File: src/hdl/fci_pkg.sv
// ----------------------------------------------------------------------------
// Fan curve interpolator package
// Shared widths, register indexes, reset values and point field helpers.
// ----------------------------------------------------------------------------
`default_nettype none

package fci_pkg;

   // Field widths.
   localparam int TEMP_W  = 16;   // signed temperature, tenths of a degree
   localparam int RPM_W   = 15;   // fan speed in rpm
   localparam int POINT_W = 31;   // packed curve point: rpm in 30:16, temperature in 15:0
   localparam int COUNT_W = 3;    // point count register
   localparam int SPAN_W  = 16;   // temperature span and offset between two points
   localparam int PROD_W  = 31;   // speed span times temperature offset
   localparam int QUOT_W  = 15;   // quotient never exceeds the speed span

   // Register indexes on the configuration port.
   localparam int REG_POINT_COUNT = 0;
   localparam int REG_POINT_BASE  = 1;

   // Values after reset.
   localparam logic [COUNT_W-1:0] DEFAULT_POINT_COUNT = 3'd4;
   localparam int DEFAULT_POINTS_N = 4;
   localparam logic [POINT_W-1:0] DEFAULT_POINTS [DEFAULT_POINTS_N] = '{
      31'd157286750,   // 35.0 C,  2400 rpm
      31'd327680550,   // 55.0 C,  5000 rpm
      31'd589824700,   // 70.0 C,  9000 rpm
      31'd819200820    // 82.0 C, 12500 rpm
   };

   // Data that rides along the divider next to the dividend.
   typedef struct packed {
      logic [RPM_W-1:0] rpm_base;   // speed the quotient is added to or taken from
      logic             negative;   // speed falls across the span
   } fci_side_type;

   function automatic logic signed [TEMP_W-1:0] pt_temp(input logic [POINT_W-1:0] p);
      return signed'(p[TEMP_W-1:0]);
   endfunction

   function automatic logic [RPM_W-1:0] pt_rpm(input logic [POINT_W-1:0] p);
      return p[POINT_W-1:TEMP_W];
   endfunction

endpackage

`default_nettype wire

File: src/hdl/fan_curve_interpolator.sv
// A request passes through the stage 1 to 3 registers, the 15 divider stages and the
// response register, which holds its response until it is taken.
// Throughput: one temperature per cycle unless stalled; the divider is fully pipelined.
// A stalled response holds the whole pipeline; nothing is dropped or repeated.
// Reset (synchronous, active high) empties the pipeline and restores the default curve.
// ----------------------------------------------------------------------------
// Fan curve interpolator
// Maps a signed temperature onto a piecewise linear fan curve of up to
// CURVE_POINTS configured points and returns the target fan speed in rpm.
// ----------------------------------------------------------------------------
`default_nettype none

module fan_curve_interpolator #(
   parameter  int CURVE_POINTS = 4,
   localparam int CSR_IDX_W    = $clog2(CURVE_POINTS + 1)
) (
   input  logic                              clock,
   input  logic                              reset,

   // Request channel: one temperature per transfer.
   input  logic                              req_valid,
   output logic                              req_stall,
   input  logic signed [fci_pkg::TEMP_W-1:0] req_temperature,

   // Response channel: one target speed per request.
   output logic                              rsp_valid,
   input  logic                              rsp_stall,
   output logic [fci_pkg::RPM_W-1:0]         rsp_target_speed,

   // Register write channel. Index 0 is the point count, index 1 + i is point i.
   input  logic                              csr_valid,
   output logic                              csr_ready,
   input  logic [CSR_IDX_W-1:0]              csr_index,
   input  logic [fci_pkg::POINT_W-1:0]       csr_data
);
   import fci_pkg::*;

   localparam int PIDX_W = (CURVE_POINTS > 1) ? $clog2(CURVE_POINTS) : 1;

   // ------------------------------------------------------------------------
   // Configuration registers, writes always taken. Software must write them
   // only with the pipeline empty (not enforced); every stage reads them directly.
   // ------------------------------------------------------------------------
   logic [COUNT_W-1:0] point_count_ff;
   logic [POINT_W-1:0] point_ff [CURVE_POINTS];

   assign csr_ready = 1'b1;

   always_ff @(posedge clock) begin
      if (reset) begin
         point_count_ff <= DEFAULT_POINT_COUNT;
      end else if (csr_valid && csr_index == CSR_IDX_W'(REG_POINT_COUNT)) begin
         point_count_ff <= csr_data[COUNT_W-1:0];
      end
   end

   genvar p;
   for (p = 0; p < CURVE_POINTS; p++) begin : g_point
      always_ff @(posedge clock) begin
         if (reset) begin
            if (p < DEFAULT_POINTS_N) begin
               point_ff[p] <= DEFAULT_POINTS[p % DEFAULT_POINTS_N];
            end else begin
               point_ff[p] <= '0;
            end
         end else if (csr_valid && csr_index == CSR_IDX_W'(REG_POINT_BASE + p)) begin
            point_ff[p] <= csr_data;
         end
      end
   end

   // ------------------------------------------------------------------------
   // Flow control. The response register is the last stage; every stage moves
   // together whenever that register is empty or its content is being taken.
   // ------------------------------------------------------------------------
   logic advance;

   assign advance   = !rsp_valid || !rsp_stall;
   assign req_stall = !advance;

   // ------------------------------------------------------------------------
   // Stage 1: compare the temperature against every point and pick the
   // segment. A count of zero acts as one point and counts above the
   // number of points saturate. The chosen index is the point whose speed is
   // returned as-is when clamping, or the upper point of the segment otherwise.
   // ------------------------------------------------------------------------
   logic [COUNT_W-1:0]         used_count;
   logic [PIDX_W-1:0]          last_idx;
   logic [CURVE_POINTS-1:0]    at_or_below;
   logic                       at_or_above_last;
   logic [PIDX_W-1:0]          upper_idx;
   logic                       found;
   logic                       s1_clamp_in;
   logic [PIDX_W-1:0]          s1_idx_in;

   always_comb begin
      if (point_count_ff == '0) begin
         used_count = COUNT_W'(1);
      end else if (point_count_ff > COUNT_W'(CURVE_POINTS)) begin
         used_count = COUNT_W'(CURVE_POINTS);
      end else begin
         used_count = point_count_ff;
      end
      last_idx = PIDX_W'(used_count - COUNT_W'(1));
   end

   always_comb begin
      at_or_above_last = 1'b0;
      for (int j = 0; j < CURVE_POINTS; j++) begin
         at_or_below[j] = req_temperature <= pt_temp(point_ff[j]);
         if (PIDX_W'(j) == last_idx) begin
            at_or_above_last = req_temperature >= pt_temp(point_ff[j]);
         end
      end
   end

   // First point in use, above the first one, that is not below the temperature.
   always_comb begin
      found     = 1'b0;
      upper_idx = last_idx;
      for (int j = 1; j < CURVE_POINTS; j++) begin
         if (!found && PIDX_W'(j) <= last_idx && at_or_below[j]) begin
            found     = 1'b1;
            upper_idx = PIDX_W'(j);
         end
      end
   end

   always_comb begin
      if (at_or_below[0]) begin
         s1_clamp_in = 1'b1;
         s1_idx_in   = '0;
      end else if (at_or_above_last) begin
         s1_clamp_in = 1'b1;
         s1_idx_in   = last_idx;
      end else begin
         s1_clamp_in = 1'b0;
         s1_idx_in   = upper_idx;
      end
   end

   logic                      s1_valid_ff;
   logic signed [TEMP_W-1:0]  s1_temp_ff;
   logic                      s1_clamp_ff;
   logic [PIDX_W-1:0]         s1_idx_ff;

   always_ff @(posedge clock) begin
      if (reset) begin
         s1_valid_ff <= 1'b0;
      end else if (advance) begin
         s1_valid_ff <= req_valid;
      end
   end

   always_ff @(posedge clock) begin
      if (advance) begin
         s1_temp_ff  <= req_temperature;
         s1_clamp_ff <= s1_clamp_in;
         s1_idx_ff   <= s1_idx_in;
      end
   end

   // ------------------------------------------------------------------------
   // Stage 2: fetch the segment end points and form the spans. The selected
   // segment always has its lower temperature below the input and its upper
   // temperature at or above it, so the offset never exceeds the span and
   // the span is never zero. A clamped item goes through as 0 / 1.
   // ------------------------------------------------------------------------
   logic signed [TEMP_W-1:0]  up_temp;
   logic signed [TEMP_W-1:0]  lo_temp;
   logic [RPM_W-1:0]          up_rpm;
   logic [RPM_W-1:0]          lo_rpm;
   logic signed [TEMP_W:0]    off_wide;
   logic signed [TEMP_W:0]    span_wide;
   logic [RPM_W:0]            rpm_diff;
   logic [SPAN_W-1:0]         s2_off_in;
   logic [SPAN_W-1:0]         s2_span_in;
   logic [RPM_W-1:0]          s2_mag_in;
   fci_side_type              s2_side_in;

   always_comb begin
      up_temp = '0;
      up_rpm  = '0;
      lo_temp = '0;
      lo_rpm  = '0;
      for (int j = 0; j < CURVE_POINTS; j++) begin
         if (s1_idx_ff == PIDX_W'(j)) begin
            up_temp = pt_temp(point_ff[j]);
            up_rpm  = pt_rpm(point_ff[j]);
         end
      end
      for (int j = 0; j < CURVE_POINTS - 1; j++) begin
         if (s1_idx_ff == PIDX_W'(j + 1)) begin
            lo_temp = pt_temp(point_ff[j]);
            lo_rpm  = pt_rpm(point_ff[j]);
         end
      end
   end

   always_comb begin
      off_wide  = (TEMP_W + 1)'(s1_temp_ff) - (TEMP_W + 1)'(lo_temp);
      span_wide = (TEMP_W + 1)'(up_temp) - (TEMP_W + 1)'(lo_temp);
      rpm_diff  = {1'b0, up_rpm} - {1'b0, lo_rpm};
      if (s1_clamp_ff) begin
         s2_off_in           = '0;
         s2_span_in          = SPAN_W'(1);
         s2_mag_in           = '0;
         s2_side_in.rpm_base = up_rpm;
         s2_side_in.negative = 1'b0;
      end else begin
         s2_off_in           = off_wide[SPAN_W-1:0];
         s2_span_in          = span_wide[SPAN_W-1:0];
         s2_side_in.rpm_base = lo_rpm;
         s2_side_in.negative = rpm_diff[RPM_W];
         if (rpm_diff[RPM_W]) begin
            s2_mag_in = RPM_W'(-rpm_diff);
         end else begin
            s2_mag_in = rpm_diff[RPM_W-1:0];
         end
      end
   end

   logic                s2_valid_ff;
   logic [SPAN_W-1:0]   s2_off_ff;
   logic [SPAN_W-1:0]   s2_span_ff;
   logic [RPM_W-1:0]    s2_mag_ff;
   fci_side_type        s2_side_ff;

   always_ff @(posedge clock) begin
      if (reset) begin
         s2_valid_ff <= 1'b0;
      end else if (advance) begin
         s2_valid_ff <= s1_valid_ff;
      end
   end

   always_ff @(posedge clock) begin
      if (advance) begin
         s2_off_ff  <= s2_off_in;
         s2_span_ff <= s2_span_in;
         s2_mag_ff  <= s2_mag_in;
         s2_side_ff <= s2_side_in;
      end
   end

   // ------------------------------------------------------------------------
   // Stage 3: speed span magnitude times temperature offset (15 x 16 bits).
   // ------------------------------------------------------------------------
   logic                s3_valid_ff;
   logic [PROD_W-1:0]   s3_prod_ff;
   logic [SPAN_W-1:0]   s3_span_ff;
   fci_side_type        s3_side_ff;

   always_ff @(posedge clock) begin
      if (reset) begin
         s3_valid_ff <= 1'b0;
      end else if (advance) begin
         s3_valid_ff <= s2_valid_ff;
      end
   end

   always_ff @(posedge clock) begin
      if (advance) begin
         s3_prod_ff <= PROD_W'(s2_mag_ff) * PROD_W'(s2_off_ff);
         s3_span_ff <= s2_span_ff;
         s3_side_ff <= s2_side_ff;
      end
   end

   // ------------------------------------------------------------------------
   // Stages 4 to 18: truncating division by the temperature span. Both
   // operands are non-negative, so the floor equals truncation toward zero.
   // ------------------------------------------------------------------------
   logic                div_valid;
   logic [QUOT_W-1:0]   div_quotient;
   fci_side_type        div_side;

   fci_divider u_divider (
      .clock        (clock),
      .reset        (reset),
      .enable       (advance),
      .in_valid     (s3_valid_ff),
      .in_dividend  (s3_prod_ff),
      .in_divisor   (s3_span_ff),
      .in_side      (s3_side_ff),
      .out_valid    (div_valid),
      .out_quotient (div_quotient),
      .out_side     (div_side)
   );

   // ------------------------------------------------------------------------
   // Stage 19: apply the signed quotient to the lower speed and hold the
   // result in the response register. The quotient never exceeds the speed
   // span, so the result always lies between the two point speeds.
   // ------------------------------------------------------------------------
   logic                rsp_valid_ff;
   logic [RPM_W-1:0]    rsp_speed_ff;
   logic [RPM_W-1:0]    rsp_speed_in;

   always_comb begin
      if (div_side.negative) begin
         rsp_speed_in = div_side.rpm_base - div_quotient;
      end else begin
         rsp_speed_in = div_side.rpm_base + div_quotient;
      end
   end

   always_ff @(posedge clock) begin
      if (reset) begin
         rsp_valid_ff <= 1'b0;
      end else if (advance) begin
         rsp_valid_ff <= div_valid;
      end
   end

   always_ff @(posedge clock) begin
      if (advance) begin
         rsp_speed_ff <= rsp_speed_in;
      end
   end

   assign rsp_valid        = rsp_valid_ff;
   assign rsp_target_speed = rsp_speed_ff;

endmodule

`default_nettype wire

File: src/hdl/fci_divider.sv
// ----------------------------------------------------------------------------
// Fan curve interpolator divider
// Pipelined restoring divider, one quotient bit per register stage.
// ----------------------------------------------------------------------------
`default_nettype none

module fci_divider (
   input  logic                         clock,
   input  logic                         reset,
   input  logic                         enable,
   input  logic                         in_valid,
   input  logic [fci_pkg::PROD_W-1:0]   in_dividend,
   input  logic [fci_pkg::SPAN_W-1:0]   in_divisor,
   input  fci_pkg::fci_side_type        in_side,
   output logic                         out_valid,
   output logic [fci_pkg::QUOT_W-1:0]   out_quotient,
   output fci_pkg::fci_side_type        out_side
);
   import fci_pkg::*;

   // The dividend is always below divisor times 2**QUOT_W, so QUOT_W steps suffice.
   logic                valid_ff [QUOT_W];
   logic [PROD_W-1:0]   rem_ff   [QUOT_W];
   logic [SPAN_W-1:0]   div_ff   [QUOT_W];
   logic [QUOT_W-1:0]   quot_ff  [QUOT_W];
   fci_side_type        side_ff  [QUOT_W];

   genvar s;
   for (s = 0; s < QUOT_W; s++) begin : g_stage
      localparam int BIT = QUOT_W - 1 - s;

      logic                valid_cur;
      logic [PROD_W-1:0]   rem_cur;
      logic [SPAN_W-1:0]   div_cur;
      logic [QUOT_W-1:0]   quot_cur;
      fci_side_type        side_cur;
      logic [PROD_W-1:0]   trial;
      logic [PROD_W-1:0]   rem_in;
      logic [QUOT_W-1:0]   quot_in;

      if (s == 0) begin : g_first
         assign valid_cur = in_valid;
         assign rem_cur   = in_dividend;
         assign div_cur   = in_divisor;
         assign quot_cur  = '0;
         assign side_cur  = in_side;
      end else begin : g_next
         assign valid_cur = valid_ff[s-1];
         assign rem_cur   = rem_ff[s-1];
         assign div_cur   = div_ff[s-1];
         assign quot_cur  = quot_ff[s-1];
         assign side_cur  = side_ff[s-1];
      end

      assign trial = PROD_W'(div_cur) << BIT;

      always_comb begin
         if (rem_cur >= trial) begin
            rem_in  = rem_cur - trial;
            quot_in = quot_cur | (QUOT_W'(1) << BIT);
         end else begin
            rem_in  = rem_cur;
            quot_in = quot_cur;
         end
      end

      always_ff @(posedge clock) begin
         if (reset) begin
            valid_ff[s] <= 1'b0;
         end else if (enable) begin
            valid_ff[s] <= valid_cur;
         end
      end

      always_ff @(posedge clock) begin
         if (enable) begin
            rem_ff[s]  <= rem_in;
            div_ff[s]  <= div_cur;
            quot_ff[s] <= quot_in;
            side_ff[s] <= side_cur;
         end
      end
   end

   assign out_valid    = valid_ff[QUOT_W-1];
   assign out_quotient = quot_ff[QUOT_W-1];
   assign out_side     = side_ff[QUOT_W-1];

endmodule

`default_nettype wire
File: config.mk
export PLATFORM = sky130hd
export DESIGN_NAME = fan_curve_interpolator
export DESIGN_NICKNAME = d
export VERILOG_FILES = /design/src/hdl/fci_pkg.sv /design/src/hdl/fan_curve_interpolator.sv /design/src/hdl/fci_divider.sv
export SDC_FILE = /design/constraint.sdc
export NUM_CORES = 2
export LEC_CHECK = 0
export BUFFER_PORTS_ARGS = -buffer_cell sky130_fd_sc_hd__buf_4
export CAP_MARGIN = 20
export CORE_ASPECT_RATIO = 1.2
export CORE_UTILIZATION = 50
export DETAILED_ROUTE_END_ITERATION = 10
export GPL_ROUTABILITY_DRIVEN = 0
export MAX_ROUTING_LAYER = met4
export PLACE_DENSITY_LB_ADDON = 0.12
export SLEW_MARGIN = 15
export SYNTH_ARGS = -nofsm -noshare
export SYNTH_HDL_FRONTEND = slang
export SYNTH_SLANG_ARGS = --single-unit
File: constraint.sdc
create_clock -name clock -period 34.3 [get_ports clock]
set_input_delay 3.43 -clock clock [delete_from_list [all_inputs] [get_ports clock]]
set_output_delay 3.43 -clock clock [all_outputs]
set_load 0.005 [all_outputs]
==> flow_summary.json <==
{
  "numCtsBuffers": 139,
  "htreeDepth": 4,
  "nets": 6619,
  "p_leak_nw": 31.3,
  "viasPerCell": 5.51,
  "drt-pass1-iter-count": 6,
  "vias": 43300,
  "wl_um": 153000,
  "synth-edff-count": 1317,
  "die_area_mm2": 0.144,
  "status": "complete, no violations",
  "rsz0062_at_grt": "false",
  "fin_area_mm2": 0.0786,
  "cellPowerDensity_mw_per_mm2": 98.1,
  "max_freq_ghz": 0.125,
  "cts_buffer_depth": 3,
  "dp.cells": 7593,
  "cts_tree": "built",
  "fp.dieH_um": 415,
  "startpoint_type": "primary input",
  "grt_max_degree": 188,
  "ir_worst_vdd_uv": 56.3,
  "core_region_area_mm2": 0.141,
  "port_buffers": 71,
  "netlist_instances": 5772,
  "drive_above_1_share": 0.0755,
  "grt_pass1_wl_um": 239000,
  "finalMaxSlewViolations": 0,
  "ys.flop_type": "edfxtp_1",
  "ys_seq_elements": 1324,
  "layoutNonFillerInstCount": 7849,
  "grt_overflow_total": 0,
  "syn_avg_cell_area_um2": 12.3,
  "post-route-period-util": 0.234,
  "io_pins": 73,
  "syn_nets": 6489,
  "antenna_found_initial": 1,
  "avgRoutedWirePerCell_um": 19.4,
  "rows": 151,
  "hold_viol_final": 0,
  "skew_ps": 39.2,
  "synth_top_cell_by_area": "edfxtp_1",
  "synth-xor-area-share": 0.0433,
  "synthArstFlopShare": 0,
  "synth-compound-area-share": 0.0874,
  "clk_pin_slew_worst_paths_ps": 70,
  "yosys.area_share.simple": 0.113,
  "hpwl_um": 113000,
  "drc": 0,
  "max_stage_delay_ps": 530,
  "path_delay_family": "buffers and inverters",
  "drv_cap": 0,
  "setup_tns_ps": 0,
  "critPathSlowestCell": "nand2_8",
  "cts_setup_buffers": 0,
  "crit_required_ps": 30870,
  "yosysSeqAreaShare": 0.557,
  "ctsHoldBuffers": 0,
  "crit_type": "primary input to primary output",
  "cp.buffers_inverters": 3,
  "fin_crit_ps": 8020,
  "synth_top_cell_area_share": 0.555,
  "synth_mux_area_frac": 0.0211,
  "clk_latency_ps": 780,
  "synth.top_cells.by_area": "edfxtp_1 (56%), ha_1 (8.2%), fa_1 (5.6%), inv_1 (3.3%), xnor2_1 (2.4%)",
  "cts_sinks": 1324,
  "synthesis.area_mm2": 0.0712,
  "worstSetupEndpointType": "primary output",
  "worstPathMaxFanout": 108,
  "grt_use_total": 0.220,
  "relSlewSlack": 0.259,
  "clock_tree.root_cell": "clkbuf_16",
  "synthAdderAreaFrac": 0.137,
  "first_global_vias": 43200,
  "final_common_cell": "edfxtp_1",
  "initial_utilization": 0.504,
  "hold_path_class": "flip-flop to flip-flop",
  "placed_area_mm2": 0.0739,
  "syn2layout_area_growth_pct": 10.4,
  "arrival_ps": 4590,
  "synth_top_family_by_area": "adder cells",
  "synth_cell_types": 79,
  "die_w_um": 346,
  "yosysWarnings": 0,
  "ant_nets": 0,
  "crit_chain": "buf_4, nand2_8, inv_1, buf_4",
  "tightest_slew_ps": 1110,
  "cpMostUsedCell": "buf_4",
  "setup_viol": 0,
  "detail_route.iter0.violations": 2603,
  "final_cell_mix": "edfxtp_1 (1317), inv_1 (634), ha_1 (464)",
  "cts_resized": 0
}
## logic make-up after synthesis
kind of cell,count (synthesis)
AOI/OAI and AO/OA,1003
xor gates and xnor gates,352
adders and majority gates,662
buffers and inverters,760
DFF,1324
muxes,106
other,1
and+or+nand+nor,1564
## sequential cells by signal, summed over array words and instances, names as in the netlist, 2 cells and up
register / flops
s1_temp_ff: 16
u_divider.rem_ff: 434
s2_off_ff: 16
s2_span_ff: 16
point_count_ff: 3
u_divider.quot_ff: 120
rsp_target_speed: 15
u_divider.div_ff: 224
s2_side_ff: 16
point_ff: 124
s1_idx_ff: 2
s3_side_ff: 16
u_divider.side_ff: 240
s3_span_ff: 16
s2_mag_ff: 15
u_divider.valid_ff: 15
s3_prod_ff: 31
## layer usage
layer / vias up / part of all wire / global-route usage
met2: 820 / 0.55 / 0.406
met5: - / 0 / -
met3: 308 / 0.030 / 0.0274
li1: 21000 / - / -
met1: 21200 / 0.38 / 0.236
met4: 0 / 0.041 / 0.0933
## final cells by class
type / count / area (um2)
diodes: 1 / 2.50
clock buffers: 167 / 3670
clock inverters: 84 / 911
fillers: 11700 / 62700
inverters: 636 / 2390
multi-input cells: 3688 / 28700
flip-flops and latches: 1324 / 39700
well taps: 1836 / 2300
repair buffers: 113 / 925
## synthesized netlist by cell type, drive strengths merged, types with 65 or more instances
cell type,number
clkbuf,108
fa,198
xnor2,194
nand2,385
and2,257
nand3,71
edfxtp,1317
nor3,107
o21ai,280
ha,464
nor4,65
a21o,92
nor2,301
nand2b,106
inv,635
xor2,158
a21oi,292
## where the power goes
part	leakage (nW)	switching [W]	internal, W
sequential	14.3	0.000403	0.00260
combinational	14.8	0.00182	0.00137
clock	2.21	0.000621	0.000893
## metrics by stage
step                      hold slack [ps]   util  setup WS, ps  total power [W]
after floorplan                       400      -         11280          0.00524
after global placement                400  0.523         26180          0.00616
after detailed placement              405  0.523         26100          0.00622
after CTS                             393  0.555         26220          0.00777
after global routing                  402  0.556         26120          0.00824
final                                 396  0.556         26280          0.00771
## worst paths after layout
kind	startpoint	endpoint	slack [ps]	cells past startpoint
min	u_divider.side_ff[0][90]	u_divider.side_ff[0][106]	400	0
min reg2reg	u_divider.side_ff[0][90]	u_divider.side_ff[0][106]	400	0
max	rsp_stall	req_stall	26280	4
max reg2reg	s2_off_ff[5]	s3_prod_ff[26]	27320	23
## worst reg2reg max path: cells and delay by family, from the launching register on
family	cells	cell delay, ps
flip-flops	1	650
AO/OA/AOI/OAI	7	1850
AND/OR/NAND/NOR	2	450
adder cells (fa/ha/maj)	7	3430
buffers and inverters	6	300
XOR/XNOR	1	80
Note: power is estimated with default switching activity, not from simulation.
